<file path="src/rtl/core/novelty_diversity_buffer_defines.svh">
// ----------------------------------------------------------------------------
// novelty diversity buffer assertion macros
// shared property wrappers used by the controller and the datapath
// ----------------------------------------------------------------------------
`ifndef NOVELTY_DIVERSITY_BUFFER_DEFINES_SVH
`define NOVELTY_DIVERSITY_BUFFER_DEFINES_SVH

// same-cycle implication, disabled while reset is asserted
`define NDB_ASSERT_IMP(label, clk, rst_n, ante, cons, msg) \
    label: assert property (@(posedge clk) disable iff (!rst_n) (ante) |-> (cons)) \
        else $error(msg);

// next-cycle implication, disabled while reset is asserted
`define NDB_ASSERT_NXT(label, clk, rst_n, ante, cons, msg) \
    label: assert property (@(posedge clk) disable iff (!rst_n) (ante) |=> (cons)) \
        else $error(msg);

`endif

</file>
<file path="src/rtl/core/ndb_pkg.sv">
// ----------------------------------------------------------------------------
// ndb_pkg
// sizes, codes and shared types of the novelty diversity buffer
// ----------------------------------------------------------------------------
package ndb_pkg;

    localparam int VECTOR_LEN  = 45;
    localparam int BUFFER_SIZE = 32;

    localparam int VALUE_W    = 16;
    localparam int DIST_W     = 38;
    localparam int MINF_W     = 6;
    localparam int ACTION_W   = 2;
    localparam int SLOT_W     = 5;
    localparam int FILLCNT_W  = 6;
    localparam int CFG_IDX_W  = 1;

    localparam int POS_W      = (VECTOR_LEN > 1) ? $clog2(VECTOR_LEN) : 1;
    localparam int IDX_W      = $clog2(BUFFER_SIZE);
    localparam int FILL_W     = $clog2(BUFFER_SIZE + 1);
    localparam int ENT_AW     = IDX_W + POS_W;
    localparam int ENT_DEPTH  = 1 << ENT_AW;
    localparam int SQ_W       = 2 * VALUE_W + 2;
    localparam int CNT_CMP_W  = (FILL_W > MINF_W) ? FILL_W : MINF_W;

    localparam logic [DIST_W-1:0] SAT_DIST        = {DIST_W{1'b1}};
    localparam logic [DIST_W-1:0] THRESHOLD_RESET = DIST_W'(65536);
    localparam logic [MINF_W-1:0] MIN_FILL_RESET  = MINF_W'(4);

    typedef logic [CFG_IDX_W-1:0] t_cfg_idx;
    localparam t_cfg_idx CFG_THRESHOLD_SQ = 1'b0;
    localparam t_cfg_idx CFG_MIN_FILL     = 1'b1;

    localparam logic CMD_ELEMENT = 1'b0;
    localparam logic CMD_CLEAR   = 1'b1;

    typedef logic [ACTION_W-1:0] t_action;
    localparam t_action ACT_DISCARD = 2'd0;
    localparam t_action ACT_APPEND  = 2'd1;
    localparam t_action ACT_REPLACE = 2'd2;

    typedef struct packed {
        logic                      command;
        logic signed [VALUE_W-1:0] value;
    } t_in_item;

    typedef struct packed {
        t_action               action;
        logic [SLOT_W-1:0]     slot;
        logic [FILLCNT_W-1:0]  fill_count;
        logic [DIST_W-1:0]     nearest_dist_sq;
    } t_out_item;

    // controller to datapath
    typedef struct packed {
        logic accept_elem;
        logic accept_clear;
        logic scan_issue;
        logic decide;
        logic copy_issue;
        logic post;
    } t_dp_cmd;

    // datapath to controller
    typedef struct packed {
        logic fill_zero;
        logic pos_last;
        logic cur_last;
        logic scan_last;
        logic pipe_busy;
        logic copy_last;
        logic do_write;
    } t_dp_sts;

endpackage

</file>
<file path="src/rtl/core/ndb_ctrl.sv">
// ----------------------------------------------------------------------------
// ndb_ctrl
// sequencer: element and clear intake, distance scan, decision, entry copy, result post
// ----------------------------------------------------------------------------
`include "novelty_diversity_buffer_defines.svh"

module ndb_ctrl import ndb_pkg::*; (
    input  logic    i_clk,
    input  logic    i_rst_n,
    input  logic    i_in_valid,
    input  logic    i_in_command,
    output logic    o_in_ready,
    output logic    o_out_valid,
    input  logic    i_out_ready,
    output t_dp_cmd o_cmd,
    input  t_dp_sts i_sts
);

    typedef enum logic [5:0] {
        S_IDLE   = 6'b000001,
        S_SCAN   = 6'b000010,
        S_DRAIN  = 6'b000100,
        S_DECIDE = 6'b001000,
        S_COPY   = 6'b010000,
        S_POST   = 6'b100000
    } t_state;

    t_state r_state, n_state;
    logic   r_out_valid, n_out_valid;
    logic   out_free;

    assign o_in_ready  = (r_state == S_IDLE);
    assign o_out_valid = r_out_valid;
    assign out_free    = !r_out_valid || i_out_ready;

    always_comb begin
        n_state     = r_state;
        n_out_valid = r_out_valid && !i_out_ready;
        o_cmd       = '0;
        case (r_state)
            S_IDLE: begin
                if (i_in_valid) begin
                    if (i_in_command == CMD_CLEAR) begin
                        o_cmd.accept_clear = 1'b1;
                    end else begin
                        o_cmd.accept_elem = 1'b1;
                        if (!i_sts.fill_zero) begin
                            n_state = S_SCAN;
                        end else if (i_sts.pos_last) begin
                            n_state = S_DECIDE;
                        end
                    end
                end
            end
            S_SCAN: begin
                o_cmd.scan_issue = 1'b1;
                if (i_sts.scan_last) begin
                    n_state = S_DRAIN;
                end
            end
            S_DRAIN: begin
                if (!i_sts.pipe_busy) begin
                    n_state = i_sts.cur_last ? S_DECIDE : S_IDLE;
                end
            end
            S_DECIDE: begin
                o_cmd.decide = 1'b1;
                n_state = i_sts.do_write ? S_COPY : S_POST;
            end
            S_COPY: begin
                o_cmd.copy_issue = 1'b1;
                if (i_sts.copy_last) begin
                    n_state = S_POST;
                end
            end
            S_POST: begin
                if (out_free) begin
                    o_cmd.post  = 1'b1;
                    n_out_valid = 1'b1;
                    n_state     = S_IDLE;
                end
            end
            default: begin
                n_state = S_IDLE;
            end
        endcase
    end

    always_ff @(posedge i_clk) begin
        if (!i_rst_n) begin
            r_state     <= S_IDLE;
            r_out_valid <= 1'b0;
        end else begin
            r_state     <= n_state;
            r_out_valid <= n_out_valid;
        end
    end

    `NDB_ASSERT_IMP(a_post_needs_room, i_clk, i_rst_n, o_cmd.post, !r_out_valid || i_out_ready, "result posted over a pending result")
    `NDB_ASSERT_NXT(a_discard_skips_copy, i_clk, i_rst_n, r_state == S_DECIDE && !i_sts.do_write, r_state == S_POST, "discard went through copy")
    `NDB_ASSERT_IMP(a_scan_needs_entries, i_clk, i_rst_n, r_state == S_SCAN, !i_sts.fill_zero, "scan with empty buffer")

endmodule

</file>
<file path="config.mk">
export PLATFORM = sky130hd
export DESIGN_NAME = ndb_ctrl
export DESIGN_NICKNAME = d
export VERILOG_FILES = /design/src/rtl/core/ndb_pkg.sv /design/src/rtl/core/ndb_ctrl.sv
export VERILOG_INCLUDE_DIRS = /design/src /design/src/rtl/core
export SDC_FILE = /design/constraint.sdc
export NUM_CORES = 1
export LEC_CHECK = 0
export BUFFER_PORTS_ARGS = -buffer_cell sky130_fd_sc_hd__buf_4
export CAP_MARGIN = 30
export CORE_MARGIN = 2
export CORE_UTILIZATION = 35
export CTS_BUF_LIST = sky130_fd_sc_hd__clkbuf_4
export DETAILED_ROUTE_END_ITERATION = 12
export GPL_TIMING_DRIVEN = 0
export HOLD_SLACK_MARGIN = 0.05
export SETUP_SLACK_MARGIN = 0.15
export SLEW_MARGIN = 20
export SYNTH_ARGS = -nofsm -noshare
export SYNTH_HDL_FRONTEND = slang
export SYNTH_SLANG_ARGS = --single-unit
</file>
<file path="constraint.sdc">
create_clock -name i_clk -period 1.65 [get_ports i_clk]
set_clock_uncertainty 0.1 [all_clocks]
set_input_delay 0 -clock i_clk [delete_from_list [all_inputs] [get_ports i_clk]]
set_output_delay 0 -clock i_clk [all_outputs]
set_load 0.05 [all_outputs]
</file>
==> qor.yml <==
outcome: "finished, violations left"
violations: "negative setup slack"
setup_ws_ns: -0.143
slew-limit-headroom_pct: 73.8
ioPinCount: 20
grt_pass1_wl_um: 2250
p_int_w: 0.000440
critPathKind: "reg2out"
synth_mux_area_share_pct: 0
io_buffers: 19
clk_pin_slew_ns: 0.06
cp-start-kind: "flip-flop"
gp_routability_congestion: 0.752
syn-mean-instance-area_um2: 7.94
fp-row-count: 13
antenna_cells: 0
start_util_pct: 37.2
rr_worst_depth: 3
arrival_ns: 1.69
area_delta_synth_final_pct: 86.6
dp_hpwl_um: 933
combPwrFrac_pct: 44.4
finalHoldViolations: 0
overflow: 0
grt_setup_unrepaired: "yes"
dr.first_iter.drc_count: 24
final_cell_mix: "buf_4 (19), dlygate4sd3_1 (7), inv_1 (5)"
fin_nets: 110
cts_sinks: 7
ys_seq_area_share_pct: 28.9
synth_area_leader_cell: "dfxtp_1"
die_h_um: 41.2
numCtsBuffers: 3
critPathMaxFanout: 5
die_w_um: 41.2
multi_input_area_um2: 383
required_ns: 1.55
synthAdderAreaFrac_pct: 0
vias_per_cell: 5.43
cts_root_buffer: "clkbuf_4"
antenna_left: 0
fillers: 104
clock_power_share_pct: 27.0
r2r_setup_slack_ns: -0.14
seqCellArea_um2: 146
dr.pass1.iters: 4
min_to: "r_state[3]"
yosys_warnings: 0
min_path_type: "in2reg"
syn-num-nets: 73
reg2reg_to: "r_state[0]"
synth_area_leaders: "dfxtp_1 (29%), nor2b_1 (7.8%), and3_1 (5.2%)"
cts_tree: "built"
grt_pass1_vias: 512
synth_compound_area_share_pct: 23.8
max_freq_mhz: 558
worstHoldPathCells: 3
syn_inst: 61
seq_power_share_pct: 28.6
grt_max_degree: 10
syn_area_um2: 484
cts_buffer_depth: 2
setup_tns_ns: -0.635
synth_cell_types: 29
p_sw_w: 0.000239
synth_top_area_share_pct: 28.9
finalSetupViolations: 9
dieArea_mm2: 0.00170
slew_viol_final: 0
period_share_pct: 109
maxCapViolations: 0
tightest_slew_ns: 0.388
antenna_found_initial: 0
worst_hold_slack_ns: 0.0591
coreArea_mm2: 0.00130
layout_min_cycle_time_ns: 1.79
ir_worst_vdd_uv: 468
insertion_delay_ns: 0.26
track_usage_pct: 21.6
ys_ff_latch: 7
p_per_area_mw_per_mm2: 752
leakage_nw: 0.409
drc: 0
end_kind: "output pin"
synthSimpleGateAreaFrac_pct: 41.1
synthXorXnorAreaFrac_pct: 0
final_common_cell: "buf_4"
drt-wirelength-per-cell_um: 13.1
r2r_start: "r_state[1]"
final_util_pct: 69.4
wl_um: 1460
synth_top_family_by_area: "simple AND/OR/NAND/NOR gates"
drive_above_1_share_pct: 53.6
switching_share_pct: 35.2
via_count: 608
hp-start: "i_sts[5]"
htreeDepth: 1
[logic make-up (layout without fill, tap and decap cells)]
group                  Yosys count  count (layout)
DFF                              7               7
AOI/OAI and AO/OA               15              15
and+or+nand+nor                 33              33
buffers and inverters            6              42
[worst max path at each step]
stage,from,to,slack (ns),depth (start not counted)
floorplan,r_state[5],o_cmd[5],-0.12,4
global placement,r_state[4],r_state[0],-0.31,4
detailed placement,r_state[4],r_state[0],-0.28,4
CTS,r_state[5],o_cmd[5],-0.12,5
global route,r_state[1],o_cmd[5],-0.19,4
finish,r_state[1],o_cmd[5],-0.14,4
[repair_timing]
action / 4_1_cts / 5_1_grt
buffers inserted: 5 / 1
pin swaps: 3 / 1
hold buffers: 7 / 0
endpoints found under the setup margin: 12 / 13
resized for setup: 15 / 13
hold endpoints to repair: 6 / 0
[stage by stage]
stage | cell area [µm²] | total power, W | worst slack [ns] | std cells
after floorplan | 507 | 0.000343 | -0.122 | 61
after global placement | 668 | 0.000411 | -0.312 | 95
after detailed placement | 668 | 0.000409 | -0.279 | 95
after CTS | 855 | 0.000653 | -0.120 | 111
after global routing | 903 | 0.000715 | -0.190 | 112
final | 903 | 0.000679 | -0.143 | 112
[cells in the mapped netlist]
cell	count
a21o_1	1
a21oi_1	2
a221o_1	2
a22oi_1	1
a2bb2o_1	1
a31o_2	1
a31oi_1	1
a32o_1	1
and2_1	1
and3_1	4
and3b_1	1
buf_6	1
dfxtp_1	7
inv_1	5
nand2_1	2
nand2b_1	1
nand3_1	2
nand3b_1	1
nand4_1	2
nor2_1	6
nor2b_1	6
nor2b_2	1
nor3_1	2
nor3b_1	1
nor4b_1	2
o2111a_1	1
o21ai_0	3
o311ai_0	1
or4_4	1
[critical path, cell delays in order, from the launching register on]
cell and delay [ns]:
dfxtp_4 0.36, or4_4 0.58, nor2b_4 0.15, and3b_2 0.20, buf_8 0.14
[power by group through the flow]
stage / Clock [W] / Combinational [W] / Sequential, W
3_5_place_dp: 0 / 0.000216 / 0.000193
2_1_floorplan: 0 / 0.000153 / 0.000191
6_report: 0.000183 / 0.000301 / 0.000194
3_3_place_gp: 0 / 0.000217 / 0.000194
5_1_grt: 0.000201 / 0.000318 / 0.000196
4_1_cts: 0.000181 / 0.000279 / 0.000193
[final cells by class]
type	instances	share of cell area, %
multi-input cells	48	42.4
repair buffers	32	32.7
flip-flops and latches	7	16.2
clock buffers	4	3.32
inverters	5	2.08
well taps	15	2.08
plain buffers	1	1.25
[metal layers]
layer	GRT usage, %	share of wire [%]	up-vias
li1	-	-	299
met1	27.5	45	289
met2	33.2	50	17
met3	6.52	3.5	3
met4	9.68	1.1	0
met5	0	0	-
[state kept, by name, summed over array words and instances, names as in the netlist]
| register | flops |
|---|---|
| o_out_valid | 1 |
| r_state | 6 |
(Power assumes the default switching activity.)
